--- src/sipq_pkg.sv ---
// Shared types and codes for the sorted-insert priority queue.
package sipq_pkg;

    // Operation codes carried on the opcode port.
    localparam logic OP_ENQUEUE = 1'b0;
    localparam logic OP_DEQUEUE = 1'b1;

    // Status codes returned with every result word.
    localparam logic [1:0] STATUS_OK    = 2'd0;
    localparam logic [1:0] STATUS_EMPTY = 2'd1;
    localparam logic [1:0] STATUS_FULL  = 2'd2;

    // Width of the entry_count port.
    localparam int COUNT_PORT_BITS = 6;

    // Non-key part of a stored record.
    typedef struct packed {
        logic [7:0]  pickup;
        logic [7:0]  dropoff;
        logic [7:0]  kind;
        logic [15:0] expiry;
    } payload_t;

    // Per-cycle command broadcast to every cell of the row.
    typedef struct packed {
        logic insert;
        logic remove;
    } cell_ctrl_t;

endpackage

--- src/sipq_cell.sv ---
// One slot of the sorted row: holds a record and shifts it left or right.
module sipq_cell #(
    parameter int KEY_BITS = 16
) (
    input  logic                  clk,
    input  sipq_pkg::cell_ctrl_t  ctrl,
    input  logic                  occupied,
    input  logic [KEY_BITS-1:0]   new_key,
    input  sipq_pkg::payload_t    new_data,
    input  logic                  left_greater,
    input  logic [KEY_BITS-1:0]   left_key,
    input  sipq_pkg::payload_t    left_data,
    input  logic [KEY_BITS-1:0]   right_key,
    input  sipq_pkg::payload_t    right_data,
    output logic                  greater,
    output logic [KEY_BITS-1:0]   key,
    output sipq_pkg::payload_t    data
);

    logic [KEY_BITS-1:0] key_reg;
    logic [KEY_BITS-1:0] key_next;
    sipq_pkg::payload_t  data_reg;
    sipq_pkg::payload_t  data_next;

    // An empty slot behaves as if it held an infinitely large key.
    assign greater = !occupied || (key_reg > new_key);

    // Insert: shift right past the insertion point, take the new record there.
    // Remove: every slot takes its right neighbor's record.
    always_comb
    begin
        key_next  = key_reg;
        data_next = data_reg;
        if (ctrl.insert)
        begin
            if (left_greater)
            begin
                key_next  = left_key;
                data_next = left_data;
            end
            else if (greater)
            begin
                key_next  = new_key;
                data_next = new_data;
            end
        end
        else if (ctrl.remove)
        begin
            key_next  = right_key;
            data_next = right_data;
        end
    end

    // Record storage needs no reset; occupancy comes from the count.
    always_ff @(posedge clk)
    begin
        key_reg  <= key_next;
        data_reg <= data_next;
    end

    assign key  = key_reg;
    assign data = data_reg;

endmodule

--- config.mk ---
export PLATFORM = sky130hd
export DESIGN_NAME = sipq_cell
export DESIGN_NICKNAME = d
export VERILOG_FILES = /design/src/sipq_pkg.sv /design/src/sipq_cell.sv
export SDC_FILE = /design/constraint.sdc
export NUM_CORES = 1
export LEC_CHECK = 0
export BUFFER_PORTS_ARGS = -buffer_cell sky130_fd_sc_hd__buf_2
export CORE_UTILIZATION = 30
export CTS_CLUSTER_DIAMETER = 40
export DETAILED_ROUTE_END_ITERATION = 10
export PLACE_DENSITY_LB_ADDON = 0.2
export REMOVE_ABC_BUFFERS = 1
export SLEW_MARGIN = 25
export SYNTH_ARGS = -nofsm -noshare
export SYNTH_HDL_FRONTEND = slang
export SYNTH_SLANG_ARGS = --single-unit
--- constraint.sdc ---
create_clock -name clk -period 10.2 [get_ports clk]
set_input_delay 1.53 -clock clk [delete_from_list [all_inputs] [get_ports clk]]
set_output_delay 1.53 -clock clk [all_outputs]
set_load 0.005 [all_outputs]
==> flow_results.org <==
** Status
- Status :: complete, no violations

** Synth
- Count of state elements after synthesis :: 56
- Area share of and/or/nand/nor cells after synthesis :: 8.93%
- Xor and xnor fraction of the mapped netlist area :: 0%
- Compound-cell area share of the yosys netlist :: 11.5%
- After synthesis, the largest family of logic cells by area is multiplexers.
- Avg Inst Size Synth :: 10.7 sq um
- Adder-cell area share of the yosys netlist :: 6.16%
- Of the synthesized area, sequential elements account for 51.8%.
- Post-synthesis cell count :: 303
- Netlist cell types :: 23
- Number of warnings issued by yosys :: 0
- The synthesized netlist occupies a cell area of 3250 sq um.
- Multiplexer fraction of the synthesized cell area :: 17.3%

** Clock network
- Number of sinks on the clock net :: 56
- CTS Hold Buffers Added :: 0
- Buffers inserted during clock tree synthesis total 5.
- Clock tree root driver cell :: clkbuf_8
- CTS built an H-tree with a depth of 2.
- In this run the deepest clock path goes through 2 buffers.
- Latest clock arrival within the worst-skew pair :: 0.31 ns
- After clock tree synthesis, the setup repair step added 0 buffers.
- After clock tree synthesis, the repair step resized 0 gates.
- CTS tree :: yes
- After clock tree synthesis, the clock-pin slew on the worst setup and hold paths is 0.11 ns.

** Setup path
- Category of the worst setup path capture point :: primary output
- Data on the critical path arrives at its endpoint at 3.05 ns.
- End of the worst register-to-register path :: key[12]
- The worst setup path is of the input port to primary output kind.
- Launch point of the worst path :: new_key[11]
- Cells on worst reg2reg path :: 7
- Of all nets on the critical path, the largest fanout is 3.
- Critical Path Source Type :: input port
- In this run the critical register-to-register path is launched from key[11].
- Required time reported for the critical path endpoint :: 8.67 ns
- The setup check on the worst reg-to-reg path leaves a slack of 7.11 ns.

** STA
- Actual transition at the worst max-transition pin :: 0.681 ns
- Setup TNS :: 0 ns
- For the final database, setup skew stands at 0.0151 ns.
- Final worst path period share :: 44.9%
- Remaining max-slew budget at the tightest pin :: 54.6%
- Count of final hold-check violations :: 0
- Final WS setup :: 5.62 ns
- Setup violations remaining at the end of the flow were counted as 0.
- Setup repair after global routing left no endpoint under its margin.
- Derived from the worst setup path, the maximum achievable clock frequency is 218 MHz.
- The final number of max-transition violations was 0.
- After layout, the minimum clock period comes to 4.58 ns.

** Min path
- Launch instance of the worst min-delay path :: right_data[0]
- The path with the worst hold slack has its endpoint at data[0].
- Along the worst hold path, the cell count comes to 3.
- The tightest min-delay check is of the input port to register type.

** GRT
- Global routing consumed, over all layers together, 15.7% of the routing resources.
- Grt ovf :: 0
- The first global-routing pass estimated 13900 microns of wire.
- Entering global routing, the biggest net connects 63 pins.
- The initial antenna violation count is 0.
- The number of global-route vias before repair is 2971.

** Place
- Number of port buffers :: 229
- Prior to clock tree synthesis, the placed netlist has a worst setup slack of 5.58 ns.
- Once detailed placement completed, the half-perimeter wirelength came to 7100 microns.
- Weighted congestion at the end of routability-driven global placement :: 0.725

** Floorplanning
- Once the floorplan was initialized, standard cells occupied 31.2% of the core.
- The floorplan step defined a die boundary enclosing 11300 sq um.
- 230 I/O pins were placed.
- Chip Width :: 106 microns
- Cell row count :: 37
- Die Span Y :: 106 microns
- The core region is 10400 sq um.

** Routing
- After detailed routing, the average wire length per cell comes to 13.4 microns.
- Total vias in the final route :: 3015
- DRC marker count from the first detailed-route iteration :: 123
- For this block, the routed nets add up to 8800 microns of wire.
- Dividing the detail-routed via count by the number of cells gives 4.58.
- Drt drc :: 0
- The detail route stage leaves a number of antenna-violating nets equal to 0.
- DRT Pass-1 Iters :: 4

** Finish
- Number of nets at the end of the flow :: 711
- Layout cell share with drive strength beyond 1 :: 46.5%
- Total area of multi-input combinational cells :: 1430 sq um
- The layout has 1056 filler cells.
- 0 antenna diodes ended up in the layout.
- From synthesis to final layout, the design area changed by 41.6%.
- Combined flip-flop and latch cell area :: 1680 sq um
- Flip-flop count of the largest register, all copies and words added :: 40

** Run
- Across the run, the number of max-cap violations was 0.

** Power
- Overall power consumption after layout is estimated at 0.000552 W.
- IR analysis of the VDD net gives a maximum drop of 58.7 uV.
- In this run the power density over the cells is 120 nW/um^2.
- Leakage power :: 2.28 nW
==> where the power goes <==
part / total, W / switching, W / internal [W]
Combinational: 0.000133 / 0.0000658 / 0.0000668
Clock: 0.000130 / 0.0000791 / 0.0000506
Sequential: 0.000290 / 0.00000720 / 0.000282
Total: 0.000552 / 0.000152 / 0.000400
==> final cells by class <==
class / count / share of cell area [%]
Sequential cell: 56 / 36.5
Multi-Input combinational cell: 211 / 31.0
Timing Repair Buffer: 232 / 25.5
Tap cell: 136 / 3.70
Clock buffer: 6 / 1.58
Inverter: 16 / 1.31
Clock inverter: 2 / 0.381
==> placed cells by master (no fill, tap or decap), drive strengths merged <==
| master | n |
|---|---|
| buf | 232 |
| a21oi | 63 |
| mux2i | 56 |
| nor2 | 56 |
| edfxtp | 56 |
| inv | 18 |
| ha | 16 |
| clkbuf | 6 |
| nand2 | 5 |
| nand4 | 3 |
| o21a | 2 |
| nor2b | 1 |
| and2 | 1 |
| o21ai | 1 |
| nor4 | 1 |
| a21boi | 1 |
| nor3 | 1 |
| o221ai | 1 |
| o31a | 1 |
| nand2b | 1 |
| o32a | 1 |
==> worst max-delay path by stage <==
stage | endpoint | slack, ns | cells after the start
floorplan | data[0] | 5.72 | 7
global placement | greater | 5.61 | 9
detailed placement | greater | 5.58 | 9
CTS | greater | 5.57 | 9
global route | greater | 5.45 | 9
finish | greater | 5.62 | 9
==> cells in the mapped netlist <==
master | count | share of area [%]
nor2b_1 | 1 | 0.19
ha_1 | 16 | 6.2
o21ai_0 | 1 | 0.15
buf_2 | 6 | 0.92
a21boi_2 | 1 | 0.35
nand4_1 | 2 | 0.38
nor2_1 | 56 | 6.5
nor3_1 | 1 | 0.15
nand4_2 | 1 | 0.38
edfxtp_1 | 56 | 52
a21oi_1 | 63 | 9.7
nor4_2 | 1 | 0.38
buf_1 | 2 | 0.23
nand2b_1 | 1 | 0.19
inv_1 | 16 | 1.8
clkbuf_1 | 12 | 1.4
and2_1 | 1 | 0.19
nand2_1 | 5 | 0.58
o32a_1 | 1 | 0.31
o221ai_1 | 1 | 0.27
mux2i_1 | 56 | 17
o31a_1 | 1 | 0.27
o21a_1 | 2 | 0.46
==> layer usage <==
layer,up-vias,wire (microns),global-route usage [%]
met5,-,0,0
met3,8,801,5.46
met2,129,4540,29.0
li1,1536,-,-
met4,0,103,3.67
met1,1342,3360,17.2
==> worst max-delay path, cell delays in order <==
cell and delay, ns:
buf_2 0.09, inv_1 0.04, ha_1 0.31, nand4_1 0.18, nor4_2 0.32, a21boi_2 0.20
o31a_1 0.18, nand2b_1 0.11, buf_2 0.10
==> stage by stage <==
| step | utilization [%] | hold slack (ns) | instances | area (sq um) |
|---|---|---|---|---|
| detailed placement | 43.3 | 1.61 | 651 | 4510 |
| global placement | 43.3 | 1.59 | 651 | 4510 |
| global route | 44.2 | 1.52 | 659 | 4600 |
| floorplan | - | 1.74 | 283 | 3170 |
| finish | 44.2 | 1.52 | 659 | 4600 |
| CTS | 44.2 | 1.51 | 659 | 4600 |
==> kinds of logic after synthesis <==
family	count (synthesis)
adders and majority gates	16
AOI/OAI and AO/OA	70
and+or+nand+nor	69
DFF	56
buffers and inverters	36
muxes	56
Note: power is estimated with default switching activity, not from simulation.
